===== config.mk =====
export PLATFORM = sky130hd
export DESIGN_NAME = calendar_epoch_time_converter_core
export DESIGN_NICKNAME = d
export VERILOG_FILES = /design/src/hdl/cetc_pkg.sv /design/src/hdl/cetc_cmpsub.sv /design/src/hdl/calendar_epoch_time_converter_core.sv
export SDC_FILE = /design/constraint.sdc
export NUM_CORES = 1
export LEC_CHECK = 0
export BUFFER_PORTS_ARGS = -buffer_cell sky130_fd_sc_hd__buf_2
export CORE_MARGIN = 4
export CORE_UTILIZATION = 42
export DETAILED_ROUTE_END_ITERATION = 8
export GPL_ROUTABILITY_DRIVEN = 1
export SYNTH_ARGS = -nofsm -noshare
export SYNTH_HDL_FRONTEND = slang
export SYNTH_SLANG_ARGS = --single-unit

===== constraint.sdc =====
create_clock -name clk -period 10.4 [get_ports clk]
set_input_delay 1.04 -clock clk [delete_from_list [all_inputs] [get_ports clk]]
set_output_delay 1.04 -clock clk [all_outputs]
set_load 0.01 [all_outputs]

===== src/hdl/cetc_pkg.sv =====
`timescale 1ns / 1ps
// ----------------------------------------------------------------------------
// cetc_pkg
// Shared constants, types and the month offset table for the calendar and
// epoch time converter.
// ----------------------------------------------------------------------------
package cetc_pkg;

  // width of the shared compare-subtract unit
  localparam int CMP_W = 33;

  localparam int STAMP_W = 33;
  localparam int CNT_W = 4;

  localparam logic [16:0] SECS_PER_DAY = 17'd86400;
  localparam logic [11:0] SECS_PER_HOUR = 12'd3600;
  localparam logic [5:0] SECS_PER_MIN = 6'd60;
  localparam int DAYS_PER_YEAR = 365;

  // quotient bits of the restoring divisions
  localparam int DAY_Q_W = 16;
  localparam int HOUR_Q_W = 5;
  localparam int MIN_Q_W = 6;
  localparam int MON_STEPS = 4;
  localparam logic [3:0] LAST_MONTH_IDX = 4'd11;

  localparam logic [9:0] MILLIS_MAX = 10'd999;
  localparam logic [12:0] YEAR_MAX = 13'd4095;

  typedef struct packed {
    logic ge;
    logic [CMP_W-1:0] diff;
  } cmp_res_t;

  // days from 1 january to the first of month index m (0..12, above clamps)
  function automatic logic [8:0] month_start_days(input logic [3:0] m, input logic leap);
    logic [8:0] base;
    case (m)
      4'd0: base = 9'd0;
      4'd1: base = 9'd31;
      4'd2: base = 9'd59;
      4'd3: base = 9'd90;
      4'd4: base = 9'd120;
      4'd5: base = 9'd151;
      4'd6: base = 9'd181;
      4'd7: base = 9'd212;
      4'd8: base = 9'd243;
      4'd9: base = 9'd273;
      4'd10: base = 9'd304;
      4'd11: base = 9'd334;
      default: base = 9'd365;
    endcase
    if (leap && (m >= 4'd2)) begin
      base = base + 9'd1;
    end
    return base;
  endfunction

endpackage


===== src/hdl/cetc_cmpsub.sv =====
`timescale 1ns / 1ps
// ----------------------------------------------------------------------------
// cetc_cmpsub
// Shared compare-subtract unit: flags a >= b and gives a - b. Serves the
// restoring divisions and the year and month searches.
// ----------------------------------------------------------------------------
module cetc_cmpsub import cetc_pkg::*; (
  input  logic [CMP_W-1:0] a,
  input  logic [CMP_W-1:0] b,
  output cmp_res_t         res
);

  logic [CMP_W:0] wide;

  assign wide = {1'b0, a} - {1'b0, b};
  assign res.ge = ~wide[CMP_W];
  assign res.diff = wide[CMP_W-1:0];

endmodule


===== src/hdl/calendar_epoch_time_converter_core.sv =====
`timescale 1ns / 1ps
// ----------------------------------------------------------------------------
// calendar_epoch_time_converter_core
// Converts a calendar date plus seconds into seconds since the epoch year,
// or a stamp into calendar fields.
// Date to stamp runs through the check, multiply and add states; out of range
//   ends after the check; stamp to date is serialised on the shared unit: 16
//   day-division steps, the year and month searches, 5 hour and 6 minute steps.
// One request at a time; busy falls in the strobe cycle. Receiver cannot stall.
// Reset: synchronous, active low, clears sequencer and strobe; no clear pass.
// ----------------------------------------------------------------------------
module calendar_epoch_time_converter_core import cetc_pkg::*; #(
  parameter int EPOCH_YEAR = 1970,
  parameter int TABLE_YEARS = 128
) (
  input  logic                 clk,
  input  logic                 rst_n,
  input  logic                 start,
  output logic                 busy,
  input  logic                 in_mode,
  input  logic [11:0]          in_year,
  input  logic [3:0]           in_month,
  input  logic [4:0]           in_day,
  input  logic [31:0]          in_seconds,
  input  logic [9:0]           in_millis,
  output logic                 out_valid,
  output logic [STAMP_W-1:0]   out_stamp_seconds,
  output logic [9:0]           out_stamp_millis,
  output logic [11:0]          out_year,
  output logic [3:0]           out_month,
  output logic [4:0]           out_day,
  output logic [4:0]           out_hour,
  output logic [5:0]           out_minute,
  output logic [5:0]           out_second,
  output logic [9:0]           out_millisecond,
  output logic [8:0]           out_day_of_year,
  output logic                 out_of_range
);

  localparam int IDXW = $clog2(TABLE_YEARS + 1);
  localparam int LEAP_BASE = (EPOCH_YEAR + 3) / 4;
  localparam int LEAPS_END = (EPOCH_YEAR + TABLE_YEARS + 3) / 4 - LEAP_BASE;
  localparam int END_DAYS = DAYS_PER_YEAR * TABLE_YEARS + LEAPS_END;
  localparam int DAYW = $clog2(END_DAYS + 400);
  localparam int PW = DAYW + 17;
  localparam int SW = ((PW > 32) ? PW : 32) + 1;
  localparam logic [63:0] END_SECS = 64'(END_DAYS) * 64'(SECS_PER_DAY);

  localparam logic [3:0] ST_IDLE  = 4'd0;
  localparam logic [3:0] ST_CHECK = 4'd1;
  localparam logic [3:0] ST_MUL   = 4'd2;
  localparam logic [3:0] ST_ADD   = 4'd3;
  localparam logic [3:0] ST_DDIV  = 4'd4;
  localparam logic [3:0] ST_YEAR  = 4'd5;
  localparam logic [3:0] ST_YREM  = 4'd6;
  localparam logic [3:0] ST_MON   = 4'd7;
  localparam logic [3:0] ST_MREM  = 4'd8;
  localparam logic [3:0] ST_HDIV  = 4'd9;
  localparam logic [3:0] ST_NDIV  = 4'd10;

  function automatic logic [DAYW-1:0] year_days(input logic [IDXW-1:0] idx);
    logic [12:0] y3;
    logic [DAYW-1:0] lp;
    y3 = 13'(EPOCH_YEAR) + 13'(idx) + 13'd3;
    lp = DAYW'(y3 >> 2) - DAYW'(LEAP_BASE);
    return DAYW'(idx) * DAYW'(DAYS_PER_YEAR) + lp;
  endfunction

  logic [3:0]         state_r, state_nxt;
  logic [CNT_W-1:0]   cnt_r, cnt_nxt;
  logic               valid_r, valid_nxt;

  logic               mode_r, mode_nxt;
  logic [11:0]        year_r, year_nxt;
  logic [3:0]         month_r, month_nxt;
  logic [4:0]         day_r, day_nxt;
  logic [31:0]        secs_r, secs_nxt;
  logic [9:0]         millis_r, millis_nxt;
  logic [31:0]        rem_r, rem_nxt;
  logic [DAY_Q_W-1:0] quo_r, quo_nxt;
  logic [IDXW-1:0]    idx_r, idx_nxt;
  logic [3:0]         mon_r, mon_nxt;
  logic [8:0]         dayrem_r, dayrem_nxt;
  logic [DAYW-1:0]    days_r, days_nxt;
  logic [PW-1:0]      prod_r, prod_nxt;

  logic [STAMP_W-1:0] stamp_r, stamp_nxt;
  logic [9:0]         smillis_r, smillis_nxt;
  logic [11:0]        oyear_r, oyear_nxt;
  logic [3:0]         omonth_r, omonth_nxt;
  logic [4:0]         oday_r, oday_nxt;
  logic [4:0]         ohour_r, ohour_nxt;
  logic [5:0]         omin_r, omin_nxt;
  logic [5:0]         osec_r, osec_nxt;
  logic [9:0]         omillis_r, omillis_nxt;
  logic [8:0]         odoy_r, odoy_nxt;
  logic               oor_r, oor_nxt;

  logic [CMP_W-1:0]   unit_a, unit_b;
  cmp_res_t           unit_res;

  logic [IDXW-1:0]    year_cand;
  logic [3:0]         mon_cand;
  logic [12:0]        year_sum;
  logic               leap1;
  logic               in_range0;
  logic [IDXW-1:0]    idx0;
  logic [3:0]         mm0;
  logic [4:0]         dd0;
  logic               over_end;
  logic [SW-1:0]      stamp_sum;
  logic [31:0]        rem_step;

  cetc_cmpsub u_cmpsub (
    .a   (unit_a),
    .b   (unit_b),
    .res (unit_res)
  );

  assign year_cand = idx_r | (IDXW'(1) << cnt_r);
  assign mon_cand = mon_r | (4'(1) << cnt_r);
  assign year_sum = 13'(EPOCH_YEAR) + 13'(idx_r);
  assign leap1 = (year_sum[1:0] == 2'b00);
  assign in_range0 = ({1'b0, year_r} >= 13'(EPOCH_YEAR)) &&
                     ({1'b0, year_r} < 13'(EPOCH_YEAR + TABLE_YEARS));
  assign idx0 = IDXW'({1'b0, year_r} - 13'(EPOCH_YEAR));
  assign mm0 = (month_r == 4'd0) ? 4'd0 : month_r - 4'd1;
  assign dd0 = (day_r == 5'd0) ? 5'd0 : day_r - 5'd1;
  assign over_end = ({32'd0, secs_r} > END_SECS) ||
                    (({32'd0, secs_r} == END_SECS) && (millis_r != 10'd0));
  assign stamp_sum = SW'(prod_r) + SW'(secs_r);
  assign rem_step = unit_res.ge ? unit_res.diff[31:0] : rem_r;

  // operand select for the shared unit
  always_comb begin
    unit_a = '0;
    unit_b = '0;
    case (state_r)
      ST_DDIV: begin
        unit_a = CMP_W'(rem_r);
        unit_b = CMP_W'(SECS_PER_DAY) << cnt_r;
      end
      ST_YEAR: begin
        unit_a = CMP_W'(quo_r);
        unit_b = CMP_W'(year_days(year_cand));
      end
      ST_YREM: begin
        unit_a = CMP_W'(quo_r);
        unit_b = CMP_W'(year_days(idx_r));
      end
      ST_MON: begin
        unit_a = CMP_W'(dayrem_r);
        unit_b = CMP_W'(month_start_days(mon_cand, leap1));
      end
      ST_MREM: begin
        unit_a = CMP_W'(dayrem_r);
        unit_b = CMP_W'(month_start_days(mon_r, leap1));
      end
      ST_HDIV: begin
        unit_a = CMP_W'(rem_r);
        unit_b = CMP_W'(SECS_PER_HOUR) << cnt_r;
      end
      ST_NDIV: begin
        unit_a = CMP_W'(rem_r);
        unit_b = CMP_W'(SECS_PER_MIN) << cnt_r;
      end
      default: begin
        unit_a = '0;
        unit_b = '0;
      end
    endcase
  end

  // sequencer
  always_comb begin
    state_nxt = state_r;
    cnt_nxt = cnt_r;
    valid_nxt = 1'b0;
    mode_nxt = mode_r;
    year_nxt = year_r;
    month_nxt = month_r;
    day_nxt = day_r;
    secs_nxt = secs_r;
    millis_nxt = millis_r;
    rem_nxt = rem_r;
    quo_nxt = quo_r;
    idx_nxt = idx_r;
    mon_nxt = mon_r;
    dayrem_nxt = dayrem_r;
    days_nxt = days_r;
    prod_nxt = prod_r;
    stamp_nxt = stamp_r;
    smillis_nxt = smillis_r;
    oyear_nxt = oyear_r;
    omonth_nxt = omonth_r;
    oday_nxt = oday_r;
    ohour_nxt = ohour_r;
    omin_nxt = omin_r;
    osec_nxt = osec_r;
    omillis_nxt = omillis_r;
    odoy_nxt = odoy_r;
    oor_nxt = oor_r;
    case (state_r)
      ST_IDLE: begin
        if (start) begin
          mode_nxt = in_mode;
          year_nxt = in_year;
          month_nxt = in_month;
          day_nxt = in_day;
          secs_nxt = in_seconds;
          millis_nxt = (in_millis > MILLIS_MAX) ? MILLIS_MAX : in_millis;
          stamp_nxt = '0;
          smillis_nxt = '0;
          oyear_nxt = '0;
          omonth_nxt = '0;
          oday_nxt = '0;
          ohour_nxt = '0;
          omin_nxt = '0;
          osec_nxt = '0;
          omillis_nxt = '0;
          odoy_nxt = '0;
          oor_nxt = 1'b0;
          state_nxt = ST_CHECK;
        end
      end
      ST_CHECK: begin
        if (!mode_r) begin
          if (!in_range0) begin
            oor_nxt = 1'b1;
            valid_nxt = 1'b1;
            state_nxt = ST_IDLE;
          end else begin
            days_nxt = year_days(idx0) +
                       DAYW'(month_start_days(mm0, year_r[1:0] == 2'b00)) + DAYW'(dd0);
            state_nxt = ST_MUL;
          end
        end else if (over_end) begin
          oor_nxt = 1'b1;
          valid_nxt = 1'b1;
          state_nxt = ST_IDLE;
        end else begin
          rem_nxt = secs_r;
          quo_nxt = '0;
          cnt_nxt = CNT_W'(DAY_Q_W - 1);
          state_nxt = ST_DDIV;
        end
      end
      ST_MUL: begin
        prod_nxt = PW'(days_r) * PW'(SECS_PER_DAY);
        state_nxt = ST_ADD;
      end
      ST_ADD: begin
        stamp_nxt = (stamp_sum > SW'({STAMP_W{1'b1}})) ? {STAMP_W{1'b1}} :
                    stamp_sum[STAMP_W-1:0];
        smillis_nxt = millis_r;
        valid_nxt = 1'b1;
        state_nxt = ST_IDLE;
      end
      ST_DDIV: begin
        rem_nxt = rem_step;
        quo_nxt = {quo_r[DAY_Q_W-2:0], unit_res.ge};
        if (cnt_r == '0) begin
          idx_nxt = '0;
          cnt_nxt = CNT_W'(IDXW - 1);
          state_nxt = ST_YEAR;
        end else begin
          cnt_nxt = cnt_r - 1'b1;
        end
      end
      ST_YEAR: begin
        if (unit_res.ge && (year_cand <= IDXW'(TABLE_YEARS))) begin
          idx_nxt = year_cand;
        end
        if (cnt_r == '0) begin
          state_nxt = ST_YREM;
        end else begin
          cnt_nxt = cnt_r - 1'b1;
        end
      end
      ST_YREM: begin
        dayrem_nxt = unit_res.diff[8:0];
        odoy_nxt = unit_res.diff[8:0] + 9'd1;
        oyear_nxt = (year_sum > YEAR_MAX) ? YEAR_MAX[11:0] : year_sum[11:0];
        mon_nxt = '0;
        cnt_nxt = CNT_W'(MON_STEPS - 1);
        state_nxt = ST_MON;
      end
      ST_MON: begin
        if (unit_res.ge && (mon_cand <= LAST_MONTH_IDX)) begin
          mon_nxt = mon_cand;
        end
        if (cnt_r == '0) begin
          state_nxt = ST_MREM;
        end else begin
          cnt_nxt = cnt_r - 1'b1;
        end
      end
      ST_MREM: begin
        oday_nxt = unit_res.diff[4:0] + 5'd1;
        omonth_nxt = mon_r + 4'd1;
        cnt_nxt = CNT_W'(HOUR_Q_W - 1);
        state_nxt = ST_HDIV;
      end
      ST_HDIV: begin
        rem_nxt = rem_step;
        ohour_nxt = {ohour_r[HOUR_Q_W-2:0], unit_res.ge};
        if (cnt_r == '0) begin
          cnt_nxt = CNT_W'(MIN_Q_W - 1);
          state_nxt = ST_NDIV;
        end else begin
          cnt_nxt = cnt_r - 1'b1;
        end
      end
      ST_NDIV: begin
        rem_nxt = rem_step;
        omin_nxt = {omin_r[MIN_Q_W-2:0], unit_res.ge};
        if (cnt_r == '0) begin
          osec_nxt = rem_step[5:0];
          omillis_nxt = millis_r;
          valid_nxt = 1'b1;
          state_nxt = ST_IDLE;
        end else begin
          cnt_nxt = cnt_r - 1'b1;
        end
      end
      default: begin
        state_nxt = ST_IDLE;
      end
    endcase
  end

  always_ff @(posedge clk) begin
    if (!rst_n) begin
      state_r <= ST_IDLE;
      cnt_r <= '0;
      valid_r <= 1'b0;
    end else begin
      state_r <= state_nxt;
      cnt_r <= cnt_nxt;
      valid_r <= valid_nxt;
    end
  end

  always_ff @(posedge clk) begin
    mode_r <= mode_nxt;
    year_r <= year_nxt;
    month_r <= month_nxt;
    day_r <= day_nxt;
    secs_r <= secs_nxt;
    millis_r <= millis_nxt;
    rem_r <= rem_nxt;
    quo_r <= quo_nxt;
    idx_r <= idx_nxt;
    mon_r <= mon_nxt;
    dayrem_r <= dayrem_nxt;
    days_r <= days_nxt;
    prod_r <= prod_nxt;
    stamp_r <= stamp_nxt;
    smillis_r <= smillis_nxt;
    oyear_r <= oyear_nxt;
    omonth_r <= omonth_nxt;
    oday_r <= oday_nxt;
    ohour_r <= ohour_nxt;
    omin_r <= omin_nxt;
    osec_r <= osec_nxt;
    omillis_r <= omillis_nxt;
    odoy_r <= odoy_nxt;
    oor_r <= oor_nxt;
  end

  assign busy = (state_r != ST_IDLE);
  assign out_valid = valid_r;
  assign out_stamp_seconds = stamp_r;
  assign out_stamp_millis = smillis_r;
  assign out_year = oyear_r;
  assign out_month = omonth_r;
  assign out_day = oday_r;
  assign out_hour = ohour_r;
  assign out_minute = omin_r;
  assign out_second = osec_r;
  assign out_millisecond = omillis_r;
  assign out_day_of_year = odoy_r;
  assign out_of_range = oor_r;

  // checks
  a_strobe_single: assert property (@(posedge clk) disable iff (!rst_n)
    out_valid |=> !out_valid)
    else $error("result strobe longer than one cycle");

  a_request_busy: assert property (@(posedge clk) disable iff (!rst_n)
    (start && !busy) |=> busy)
    else $error("request taken without going busy");

  a_oor_zero: assert property (@(posedge clk) disable iff (!rst_n)
    (out_valid && out_of_range) |-> ((out_stamp_seconds == '0) && (out_year == '0) &&
      (out_month == '0) && (out_day_of_year == '0)))
    else $error("out of range result carries nonzero fields");

  a_time_fields: assert property (@(posedge clk) disable iff (!rst_n)
    out_valid |-> ((out_hour < 5'd24) && (out_minute < 6'd60) && (out_second < 6'd60) &&
      (out_month <= 4'd12)))
    else $error("time of day field out of range");

endmodule

==> results.txt, run 1 <==
The kind of critical path is reg -> reg. 170 I/O pins were placed. The layout-stage area growth over the synthesis result came out at 12.04%. The vertical die dimension is 258.2 microns. The post-synth net total is 3235. The post-route clock skew came out at 0.03334 ns. The area of the die came out at ~0.067 sq mm. The met2 track demand over resource in global routing came out at 36.09%. In this run the most used layer during global routing was met2. Leaving out filler cells and counting taps, the final layout contains around 3700. The post-synthesis instance area came out at about 0.026 sq mm. The first detailed-routing pass took 5 iterations. The fraction of synthesis flops using an asynchronous set or reset pin is 0%. The number of instances in the placed design is about 3600. The floorplan has roughly 90 rows.

The CTS sink count came out at 294. In the final layout, the share of cells above drive strength 1 is 10.64%. The slew of the pin with the lowest slew margin came out at ~1.1 ns. The worst reg-to-reg path cell count is 39. The post-CTS setup repair buffer count is 0. The met1 track demand over resource in global routing is 25.90%. The worst hold path depth came out at 0.

STA classifies the critical path startpoint as a flip-flop. In the synthesized netlist the dominant register cell turns out to be edfxtp_1. The final net count is about 3400. TritonCTS built the clock tree. The count of routing violations after the opening detailed-route iteration is 1189. The pin count of the biggest net entering global routing came out at 65. The share of the cycle needed by the critical path after routing came out at a little over nine tenths. Global routing used between 20% and 30% of the available tracks across all layers.

The initial antenna violation count was 2. The sequential area share after synthesis came out at around a third. Dividing the detail-routed via count by the number of cells gives ~5.5.

The clock transition at the register clock pins on the worst setup and hold paths after CTS is 0.06 ns. Clock tree synthesis inserted a total of 36 buffers. For this configuration, the core starts out at a cell density of between 40% and 50%. The mean cell area of the mapped netlist came out at 9.780 sq um. The number of port buffers came out at 169. The number of global-route vias before repair came out at 20740.

The max-capacitance violation count came out at 0. The final number of hold-violating endpoints is 0. The number of enable flip-flop cells after synthesis came out at 276. The count of nets left with antenna violations once routing finished came out at 0. The detailed placement HPWL came out at 55390 microns.

The worst-case hold slack is 0.5560 ns. The required time reported for the critical path endpoint is 10.83 ns. The total count of max-transition violations in the final report came out at 0. The time the final worst path needs with I/O delays and setup is 9.841 ns. The post-layout utilization of the core came out at 47.66%. The tightest min-delay check is of the reg -> reg type. Leaving out fill and tap cells, the most frequent cell in the layout is inv_1. The core area is ~0.062 sq mm. The routed length per placed instance came out at 18.76 microns. The H-tree was split into 2 levels.

The cell that appears most often on the critical path is inv_1. Setup repair after global routing left no endpoint under its margin. The yosys synthesis warning count is 0. The wire length of the first global-routing pass came out at about 110000 microns. The via count came out at ~20000. The routed design has 69680 microns of wire. The tree is rooted in a clkbuf_16. The register bit count reported by yosys came out at just under 300. The total of endpoints with negative setup slack in the final report is 0. The biggest fanout along the worst timing path is 8.

The overall die width came out at ~260 microns. The headroom to the max-slew limit is between 20% and 30%. Based on the critical path, the design can be clocked at up to 101.6 MHz. The run finished with clean final reports. After clock tree synthesis, the flow added hold-fix buffers numbering 0.

The clock latency reported for the late side of the worst-skew pair is around 0.57 ns. Synthesis handed over a netlist of ~2700 instances. Among all stages on the critical path, the largest delay is contributed by edfxtp_1. After synthesis, the netlist uses 82 different library cells. In the layout the commonest cells are inv_1 (369), ha_1 (335), edfxtp_1 (276). The longest clock path from root to sink contains 3 buffers.

The met3 global-route usage came out at around 3.1%. Summed over all failing endpoints, the final setup total negative slack is 0 ns. Routability-driven placement finished with a final weighted congestion of between 0.9 and 1.

The arrival time at the worst endpoint is 10.27 ns. The detailed-route DRC error count came out at 0. The endpoint kind of the worst setup timing path is a flip-flop. The remaining global-route overflow came out at 0.

The stage delay of the slowest cell on the critical path came out at 0.55 ns.
final cells by class:
type                            instances  area (sq um)
Antenna cell                            1         2.502
Clock buffer                           40         958.4
Clock inverter                         24         306.5
Fill cell                            5814         32360
Inverter                              373          1400
Multi-Input combinational cell       1941         15990
Sequential cell                       294          8648
Tap cell                              837          1047
Timing Repair Buffer                  204          1109
synth_stat cells (all sizes together) (16+ instances only):
master,instances,share of area [%]
dfxtp,18,1.4
nand2b,25,0.59
xnor2,114,3.8
clkbuf,77,1.1
a21o,46,1.3
nor3,45,0.86
or2,18,0.43
o22ai,16,0.40
o21ai,138,2.6
a21oi,145,2.8
nor2,169,2.4
xor2,63,2.1
fa,144,11
and3,36,0.86
inv,371,5.3
nand2,185,2.6
nand3,50,0.95
ha,335,16
o21a,25,0.71
nor2b,33,0.79
edfxtp,276,32
and2,59,1.4
o31ai,23,0.66
a31oi,29,0.69
registers in the layout, indices dropped and copies added (netlist names), 10 cells and up, named ones only:
name and count:
out_year 12, quo_r 16, year_r 12, secs_r 32
prod_r 26, millis_r 10, out_millisecond 10, days_r 16
out_stamp_millis 10, rem_r 32, out_stamp_seconds 33
worst max-delay path: cells and delay by family (launching register included):
kind | cells | cell delay (ns)
DFF | 1 | 0.55
buffers and inverters | 9 | 0.84
AOI/OAI and AO/OA | 14 | 3.16
adders and majority gates | 8 | 2.98
and+or+nand+nor | 6 | 1.68
xor gates and xnor gates | 2 | 0.49
metrics by stage:
| step | worst slack [ns] | cell area, sq um |
|---|---|---|
| after floorplan | 0.7566 | 26300 |
| after global placement | 0.6147 | 28170 |
| after detailed placement | 0.3700 | 28170 |
| after CTS | 0.3206 | 29430 |
| after global routing | 0.001831 | 29470 |
| final | 0.5590 | 29470 |
path summary, 6_finish.rpt:
check                         startpoint                   to  slack [ns]
setup / recovery  idx_r[1]$_SDFFCE_PN0P_            flip-flop        0.56
hold / removal       days_r[0]$_DFFE_PP_  prod_r[7]$_DFFE_PP_        0.56
setup reg to reg  idx_r[1]$_SDFFCE_PN0P_            flip-flop        0.56
hold reg to reg      days_r[0]$_DFFE_PP_  prod_r[7]$_DFFE_PP_        0.56
what timing repair did:
item                       CTS  global route
gates resized for setup      0             5
setup endpoints to repair    0             9
hold endpoints to repair     0             0
cells by family after synthesis:
group	after synthesis	share of synthesized area, %
multiplexers	15	0.6232
buffers and inverters	454	6.542
AND/OR/NAND/NOR	687	12.76
AO/OA/AOI/OAI	583	14.40
XOR/XNOR	177	5.895
adder cells (fa/ha/maj)	479	26.90
flip-flops	294	32.88
per-layer routing:
metal | up-vias | wire length (microns)
li1 | 9767 | -
met1 | 9775 | 28980
met3 | 158 | 3913
met5 | - | 0
met2 | 581 | 33820
met4 | 0 | 2974
Power of run 1 is left out: the tool's default activity adds up to more than one toggle a clock period on the data nets, which glitch-free logic cannot reach.
==> inputs of run 2 (changes only) <==
--- a/config.mk
+++ b/config.mk
@@ -8,6 +8,7 @@
 export BUFFER_PORTS_ARGS = -buffer_cell sky130_fd_sc_hd__buf_2
 export CORE_MARGIN = 4
 export CORE_UTILIZATION = 42
+export CTS_BUF_LIST = sky130_fd_sc_hd__clkbuf_4
 export DETAILED_ROUTE_END_ITERATION = 8
 export GPL_ROUTABILITY_DRIVEN = 1
 export SYNTH_ARGS = -nofsm -noshare
==> results.txt, run 2 (synthesis gave the netlist of run 1 again) <==
The run finished with clean final reports. The detail route stage leaves a number of antenna-violating nets equal to 0. For the final database, setup skew stands at 0.09856 ns. The stage delay of the slowest cell on the critical path is a little under 0.6 ns. Entering global routing, the biggest net connects 65 pins. The remaining global-route overflow is 0. The slew of the pin with the lowest slew margin is 1.037 ns.

The share of the cycle needed by the critical path after routing came out at between 90% and 100%. The routed length per placed instance is 18.46 microns. The final routed wirelength across all metal layers came out at 70270 microns. For this block, the via count after detailed routing is 20540. The placer's final routability congestion estimate came out at 0.9177.

In the final design database the tool counted 3444 nets. The highest layer touched by signal routing is met4. The initial cell density of the core came out at 42.54%.

The arrival time at the worst endpoint is around 10 ns. The vertical die dimension is 258.2 microns. The worst hold path belongs to the class in -> reg. The final number of hold-violating endpoints is 0. The die covers 0.06669 sq mm.

The max-capacitance violation count came out at 0. The worst setup path is launched from a flip-flop. The kind of critical path is reg -> reg. The final non-filler cell total came out at 3807. The total of endpoints with negative setup slack in the final report came out at 0. The initial antenna violation count is 4. The clock latency reported for the late side of the worst-skew pair came out at 0.86 ns.

The slowest library cell on the worst path is edfxtp_1. The number of flip-flops under the largest register name came out at 33. In this run, the number of DRC markers left after iteration 0 of detailed routing was 1322. The worst hold path begins at in_year[4].

The tightest hold path in the finished design has a slack of 0.3648 ns. The total count of max-transition violations in the final report came out at 0. The startpoint of the lowest-slack register-to-register path is idx_r[0]$_SDFFCE_PN0P_. The worst hold path terminates at year_r[4]$_DFFE_PP_. The number of global-route vias before repair is 21260. The length of routed met2 wiring came out at between 30000 and 40000 microns. In the layout the commonest cells are inv_1 (369), ha_1 (335), edfxtp_1 (276).

Of all nets on the critical path, the largest fanout is 9. The sum of routed wire segments on met1 is 29380 microns. The core region is 0.06183 sq mm. The overall die width is ~260 microns. The endpoint kind of the worst setup timing path is a flip-flop. The minimum setup slack among reg-to-reg paths is 0.63 ns. The global-route usage over all layers came out at a little over a fifth. The depth of the CTS H-tree came out at 3. The first detailed-routing pass took 6 iterations. The TritonCTS clock tree is yes. The highest clock frequency the design can meet is 102.4 MHz. Hold repair after CTS inserted 0 buffers. The time the final worst path needs with I/O delays and setup is roughly 10 ns.

The detailed placement HPWL came out at 55390 microns. The worst reg-to-reg path cell count is 39. The clock passes through at most 3 buffers. The layout-stage area growth over the synthesis result came out at 11.31%. The average vias per placed instance is 5.396. Counting instances, the worst hold path has a depth of 1. Headroom to the max-slew limit came out at 29.97%.

CTS placed an instance of clkbuf_4 at the clock tree root. The CTS buffer count is 84. The most common cell after layout, fill and taps aside is inv_1. The count of pins on the block boundary is 170. The wire length of the first global-routing pass came out at 112500 microns. The proportion of layout cells with a drive suffix above 1 came out at 12.55%. The clock transition at the register clock pins on the worst setup and hold paths after CTS is 0.08 ns. The required time reported for the critical path endpoint came out at around 11 ns.

Buffers placed on the I/O ports in this run total 169. The post-layout utilization of the core came out at around 47%. The detailed-route DRC error count is 0. Clock tree synthesis found a total of 294 sinks. The placement row count is 91. The source of the critical timing path is idx_r[0]$_SDFFCE_PN0P_. The library cell appearing most often on the critical path is inv_1. Wire segments on met3 add up to 4004 microns in the final route. The number of instances in the placed design is 3649.
==> run 2: cell count changes in the layout (fill, tap and decap cells not counted), moves of 4 or more <==
cell       delta
bufinv_16     -5
diode_2       +4
clkinv_1     +24
clkbuf_16    -38
clkbuf_4    +110
==> run 2: what timing repair did <==
| item | CTS | global route |
|---|---|---|
| resized for setup | 0 | 4 |
| buffers inserted | 0 | 0 |
| endpoints found under the setup margin | 0 | 24 |
==> run 2: worst max-delay path by stage <==
stage / cells after the start / end / slack [ns]
6_report: 39 / flip-flop / 0.63
5_1_grt: 39 / flip-flop / -0.001
4_1_cts: 39 / flip-flop / 0.34
3_5_place_dp: 39 / flip-flop / 0.37
3_3_place_gp: 39 / flip-flop / 0.61
2_1_floorplan: 38 / rem_r[10]$_DFFE_PP_ / 0.76
==> run 2: worst max-delay path: cells and delay by family, from the launching register on <==
kind | cells | cell delay (ns)
adders and majority gates | 8 | 2.88
xor gates and xnor gates | 2 | 0.48
buffers and inverters | 9 | 0.88
and+or+nand+nor | 6 | 1.70
DFF | 1 | 0.58
AOI/OAI and AO/OA | 14 | 3.10
==> run 2: layout make-up <==
type,count,area (sq um)
Tap cell,837,1047
Clock buffer,110,825.8
Multi-Input combinational cell,1941,15990
Inverter,373,1400
Clock inverter,43,241.5
Antenna cell,5,12.51
Timing Repair Buffer,204,1109
Sequential cell,294,8648
Fill cell,5905,32550
==> run 2: per-stage QoR <==
step | setup TNS, ns | worst slack, ns | instance area, sq um
after floorplan | 0 | 0.7566 | 26300
after global placement | 0 | 0.6147 | 28170
after detailed placement | 0 | 0.3700 | 28170
after CTS | 0 | 0.3353 | 29240
after global routing | -0.001129 | -0.001129 | 29270
final | 0 | 0.6349 | 29270
==> run 2: layer usage <==
layer	track usage [%]	up-vias
li1	-	9927
met1	25.80	9868
met2	36.28	596
met3	4.378	151
met4	8.606	0
met5	0	-
Power of run 2 is left out for the same reason.
